### config.mk
export PLATFORM = sky130hd
export DESIGN_NAME = ifed_fast
export DESIGN_NICKNAME = d
export VERILOG_FILES = /design/src/rtl/core/ifed_pkg.sv /design/src/rtl/core/ifed_fast.sv
export SDC_FILE = /design/constraint.sdc
export NUM_CORES = 2
export LEC_CHECK = 0
export BUFFER_PORTS_ARGS = -buffer_cell sky130_fd_sc_hd__buf_2
export CAP_MARGIN = 20
export CELL_PAD_IN_SITES_DETAIL_PLACEMENT = 2
export CELL_PAD_IN_SITES_GLOBAL_PLACEMENT = 2
export CORE_MARGIN = 2
export CORE_UTILIZATION = 29
export DETAILED_ROUTE_END_ITERATION = 12
export PLACE_DENSITY = 0.66
export SLEW_MARGIN = 25
export SYNTH_ARGS = -nofsm -noshare
export SYNTH_HDL_FRONTEND = slang
export SYNTH_SLANG_ARGS = --single-unit
### constraint.sdc
create_clock -name vclk -period 11.25
set_input_delay 1.6875 -clock vclk [all_inputs]
set_output_delay 1.6875 -clock vclk [all_outputs]
set_load 0.005 [all_outputs]
### src/rtl/core/ifed_pkg.sv
`default_nettype none
package ifed_pkg;

    localparam int unsigned WordW = 32;
    localparam int unsigned OpW   = 5;
    localparam int unsigned ShW   = 5;

    typedef enum logic [OpW-1:0] {
        OP_ADD = 5'd0,
        OP_SUB = 5'd1,
        OP_MUL = 5'd2,
        OP_AND = 5'd3,
        OP_OR  = 5'd4,
        OP_XOR = 5'd5,
        OP_SHL = 5'd6,
        OP_SHR = 5'd7,
        OP_SRA = 5'd8,
        OP_EQ  = 5'd9,
        OP_NE  = 5'd10,
        OP_ULT = 5'd11,
        OP_ULE = 5'd12,
        OP_UGT = 5'd13,
        OP_UGE = 5'd14,
        OP_SLT = 5'd15,
        OP_SLE = 5'd16,
        OP_SGT = 5'd17,
        OP_SGE = 5'd18,
        OP_DIV = 5'd19,
        OP_REM = 5'd20
    } op_t;

    // Sideband that rides along the divider stages
    typedef struct packed {
        logic [OpW-1:0]   op;
        logic [WordW-1:0] fast;
        logic             qneg;
        logic             rneg;
        logic             dz;
    } side_t;

endpackage
`default_nettype wire

### src/rtl/core/ifed_fast.sv
`default_nettype none
module ifed_fast (
    input  wire logic [ifed_pkg::OpW-1:0]   op,
    input  wire logic [ifed_pkg::WordW-1:0] a,
    input  wire logic [ifed_pkg::WordW-1:0] b,
    output logic      [ifed_pkg::WordW-1:0] y
);
    import ifed_pkg::*;

    logic [ShW-1:0]   sh;
    logic [WordW-1:0] sa;
    logic [WordW-1:0] sb;

    assign sh = b[ShW-1:0];
    assign sa = a ^ {1'b1, {(WordW-1){1'b0}}};
    assign sb = b ^ {1'b1, {(WordW-1){1'b0}}};

    // Evaluate every operation except divide and remainder, which come later
    always_comb
    begin
        case (op)
            OP_ADD:  y = a + b;
            OP_SUB:  y = a - b;
            OP_MUL:  y = a * b;
            OP_AND:  y = a & b;
            OP_OR:   y = a | b;
            OP_XOR:  y = a ^ b;
            OP_SHL:  y = a << sh;
            OP_SHR:  y = a >> sh;
            OP_SRA:  y = WordW'($signed(a) >>> sh);
            OP_EQ:   y = WordW'(a == b);
            OP_NE:   y = WordW'(a != b);
            OP_ULT:  y = WordW'(a < b);
            OP_ULE:  y = WordW'(a <= b);
            OP_UGT:  y = WordW'(a > b);
            OP_UGE:  y = WordW'(a >= b);
            OP_SLT:  y = WordW'(sa < sb);
            OP_SLE:  y = WordW'(sa <= sb);
            OP_SGT:  y = WordW'(sa > sb);
            OP_SGE:  y = WordW'(sa >= sb);
            default: y = '0;
        endcase
    end

endmodule
`default_nettype wire

-- Yosys cells after proc, flatten, opt, wreduce, memory -nomap -nowiden
Cells that the tools add are included.
W data, S select, Z words.
- multiplexer cells: 1
- shifts and indexed selects: 3
- reductions and logical operators: 1
- divide/modulo/power cells: 0
- $mul: 1
- eq/ne operators: 20
- $add $sub $neg: 2
- $lt $le $gt $ge: 8
- bitwise logic cells: 5
- operators with widths (operator ; count):
    $pmux W32 S19 ; 1
    $ge A32 B32 Y1 ; 2
    $gt A32 B32 Y1 ; 2
    $le A32 B32 Y1 ; 2
    $lt A32 B32 Y1 ; 2
    $eq A5 B4 Y1 const B ; 8
    $add A32 B32 Y32 ; 1
    $and A32 B32 Y32 ; 1
    $eq A32 B32 Y1 ; 1
    $mul A32 B32 Y32 ; 1
    $ne A32 B32 Y1 ; 1
    $or A32 B32 Y32 ; 1
    $shl A32 B5 Y32 ; 1
    $shr A32 B5 Y32 ; 1
    $sshr A32 B5 Y32 ; 1
    $sub A32 B32 Y32 ; 1
    $xor A32 B32 Y32 ; 1
    $eq A5 B3 Y1 const B ; 4
    $eq A5 B5 Y1 const B ; 3
    $eq A5 B2 Y1 const B ; 2
    $eq A5 B1 Y1 const B ; 1
    $logic_not A5 Y1 ; 1
    $not A1 Y1 ; 2
- memory bits (read-only): 0
- bits in registers: 0
- bits in writable memories: 0
- latch bits: 0
- memories kept: 0
- output and inout port bits: 32

-- Depth between registers and ports, before layout
- depth after elaboration: 3
- mapped depth: 31

-- Worst setup path before layout
OpenSTA, ideal clock, no wires.
- path kind: input to output
- from: input port b[2] in the netlist's numbering
- to: output port y[28] in the netlist's numbering
- setup slack: 560 ps
- buffers on the path: 4
- data arrival time: 9002 ps
- stages: 27
- cell sequence: clkbuf_1 > inv_2 > buf_1 > clkbuf_1 > buf_1 > nor2_1 > fa_1 > inv_1 > fa_1 > fa_1 > fa_1 > inv_1 > fa_1 > inv_1 > fa_1 > inv_1 > fa_1 > fa_1 > ha_1 > a21o_1 > a21oi_1 > nor2b_1 > a311oi_2 > o211ai_1 > or2_2 > a311oi_1 > o211ai_1
- cells in the longest elaborated chain, start to end: 2
- elaborated cells between the ends (all ways): 7
- classes of those cells: add/sub (2); mul (1); shift (3); mux (1)
- RTL lines (item ; line ; source):
    from (decl) ; ifed_fast.sv:5 ; input wire logic [ifed_pkg::WordW-1:0] b,
    $mul A32 B32 Y32, or another cell as far along ; ifed_fast.sv:24 ; OP_MUL: y = a * b;
    $pmux W32 S19 * ; ifed_fast.sv:21 ; case (op)
    to (decl) ; ifed_fast.sv:6 ; output logic [ifed_pkg::WordW-1:0] y
Mark *: on every way between the ends. The rest lies on a longest branch, timed or not.

-- Worst setup path after layout
- from: input port b[3] in the netlist's numbering
- to: output port y[31] in the netlist's numbering
Same word-level chain as after synthesis.

==> impl_results.md <==
- Max Cap Viol: 0
- Sequential element share of the synthesized area: 0
- Critical path's slowest cell: fa_1
- Top post-synthesis cells by area: fa_1 (36%), ha_1 (12%), nor2_1 (7.9%)
- Overflow after GRT: 0
- Hold Path Class: in -> out
- Slew margin rel.: 0.0849
- CP Launch Type: primary input
- Total number of vias: between 20k and 25k
- Req. time, crit path: roughly 9.6 ns
- Area Overhead vs Synth: 9.76%
- Hold depth: 6
- Crit Path Class: in -> out
- Drt wl/cell: around 33 um
- Die H: roughly 290 um
- Final setup TNS: 0 ns
- Fin area: 25,300 sq um
- CP endpoint kind: output port
- Worst path max stage delay: approximately 0.60 ns
- Post-synth top area share: 0.355
- Crit share post-route: 0.983
- Setup violators final: 0
- Number of global-route vias before repair: 26.3k
- Drc violations: 0
- Starting density of the core: 0.293
- Minimum clock period: approximately 11 ns
- GP Congestion: 0.956
- Count of cell types in the netlist: between 80 and 90
- Delay-heaviest family, CP: adder cells
- Ports: ~100
- Mapped Cells: ~3.0k
- Placed inst area: 25,300 sq um
- Register Area: 0 sq um
- Number of port buffers: about 100
- HPWL Detailed: about 110 mm
- Post-CTS Hold Fix Bufs: 0
- Crit-path max FO: 9
- Worst slew pin tran: ~1.4 ns
- Seq_cells: 0
- FILL cells: about 9.3k
- Post-Syn Nets: 3,691
- Syn avg cell area: 7.72 sq um
- Pre-antenna DRT Iters: 6
- Worst hold margin: 3.98 ns
- Largest net degree at the start of global routing: 73
- Final antenna-violating net count: 0
- Layout cell share with drive strength beyond 1: 0.0997
- Most frequent CP cell: fa_1
- Core ar.: around 79,000 sq um
- Biggest area consumer among synthesized cells: fa_1
- RSZ-0062 raised after global routing: no
- Buffers plus inverters on the worst setup path: 6
- Mapped cell area: ~23,000 sq um
- Overall routed net length: 137 mm
- FMAX: about 90 MHz
- Initial antenna violation count: 9
- Crit. path cell count: 25
- Overall Global Routing Usage: 0.332
- Warnings from Yosys: 0
- First-pass GRT wire length: between 150 and 200 mm
- Final Net Count: ~3.8k
- Final hold violations: 0
- DR iter-0 viols: between 1.5k and 2k
- Status: finished clean
- Slew Viols, Final: 0
- Post-layout util: 0.321
- Die area: approximately 82,000 sq um
- Crit path DAT: approximately 9.4 ns
- Die X-Extent: around 290 um
- Cell Rows: about 100
- Clock buffers: 0
- DR vias/cell: approximately 5.7
==> final cells by class <==
class                      instances  area, sq um  area share
antenna                            1         2.50   0.0000987
inverter                         469         1770      0.0697
multi-input combinational       2338        20600       0.813
timing repair buffer             243         1650      0.0651
tap                             1050         1310      0.0518
==> per-stage QoR <==
step	instances	worst slack [ns]
2_1_floorplan	2991	0.560
3_3_place_gp	4099	0.243
3_5_place_dp	4099	0.195
4_1_cts	4099	0.176
5_1_grt	4100	0.00439
6_report	4101	0.194
==> synthesized netlist by cell type, types with 5 or more instances <==
| master | instances |
|---|---|
| or2_2 | 10 |
| o211ai_1 | 25 |
| xnor2_1 | 71 |
| ha_1 | 221 |
| o21bai_1 | 17 |
| or3_1 | 15 |
| inv_1 | 455 |
| fa_1 | 410 |
| a22oi_1 | 18 |
| a211oi_1 | 22 |
| buf_2 | 14 |
| a21oi_1 | 151 |
| a31oi_1 | 18 |
| o31ai_1 | 6 |
| nor2_1 | 487 |
| nor3_1 | 29 |
| o21ai_0 | 149 |
| nand3_1 | 21 |
| mux2i_1 | 83 |
| nand2b_1 | 20 |
| buf_1 | 31 |
| o2111ai_1 | 8 |
| nand4_1 | 11 |
| o21a_1 | 12 |
| a21o_1 | 27 |
| and2_1 | 5 |
| a21boi_0 | 5 |
| nor4_1 | 6 |
| o221ai_1 | 14 |
| o21ai_1 | 5 |
| a311oi_1 | 5 |
| clkbuf_1 | 133 |
| o22ai_1 | 9 |
| a221oi_1 | 20 |
| a221o_1 | 10 |
| mux4_2 | 11 |
| mux2_2 | 12 |
| clkinv_1 | 11 |
| nand2_1 | 291 |
| nor2b_1 | 10 |
| o32ai_1 | 6 |
| xor2_1 | 23 |
| and3_1 | 7 |
==> worst paths after layout <==
| kind | to | startpoint |
|---|---|---|
| worst min-delay path | y[0] | op[4] |
| worst max-delay path | y[31] | b[3] |
==> repair_timing <==
item / CTS / global route
resized for setup: 0 / 2
buffers inserted: 0 / 1
setup endpoints to repair: 0 / 9
==> worst min-delay path, stage by stage <==
cell and delay, ns:
buf_2 0.15, nand4_1 0.11, nand3_1 0.10, a31oi_1 0.04
nand3b_1 0.09, buf_2 0.11
==> cell usage in the layout (no fill, tap or decap), types with 21 or more instances in the layout <==
cell,n
mux2i_1,83
buf_2,100
a21oi_1,151
fa_1,410
o211ai_1,25
buf_4,137
nand2_1,291
nand3_1,21
xor2_1,23
xnor2_1,71
inv_1,451
nor3_1,28
a211oi_1,22
nor2_1,484
o21ai_0,149
a21o_1,27
ha_1,221
==> layer usage <==
metal  vias up  wire length [um]  GRT usage
met1     12500             57400      0.433
li1       9773                 -          -
met2       916             63700      0.551
met5         -                31          0
met4         4              7590      0.148
met3       280              8200     0.0381
==> logic make-up (layout without fill, tap and decap cells) <==
group | Yosys count | after routing | synth area share
other | 0 | 1 | 0
AOI/OAI and AO/OA | 573 | 573 | 0.161
and+or+nand+nor | 934 | 934 | 0.168
buffers and inverters | 653 | 712 | 0.108
muxes | 106 | 106 | 0.0526
adders and majority gates | 631 | 631 | 0.475
xor gates and xnor gates | 94 | 94 | 0.0356
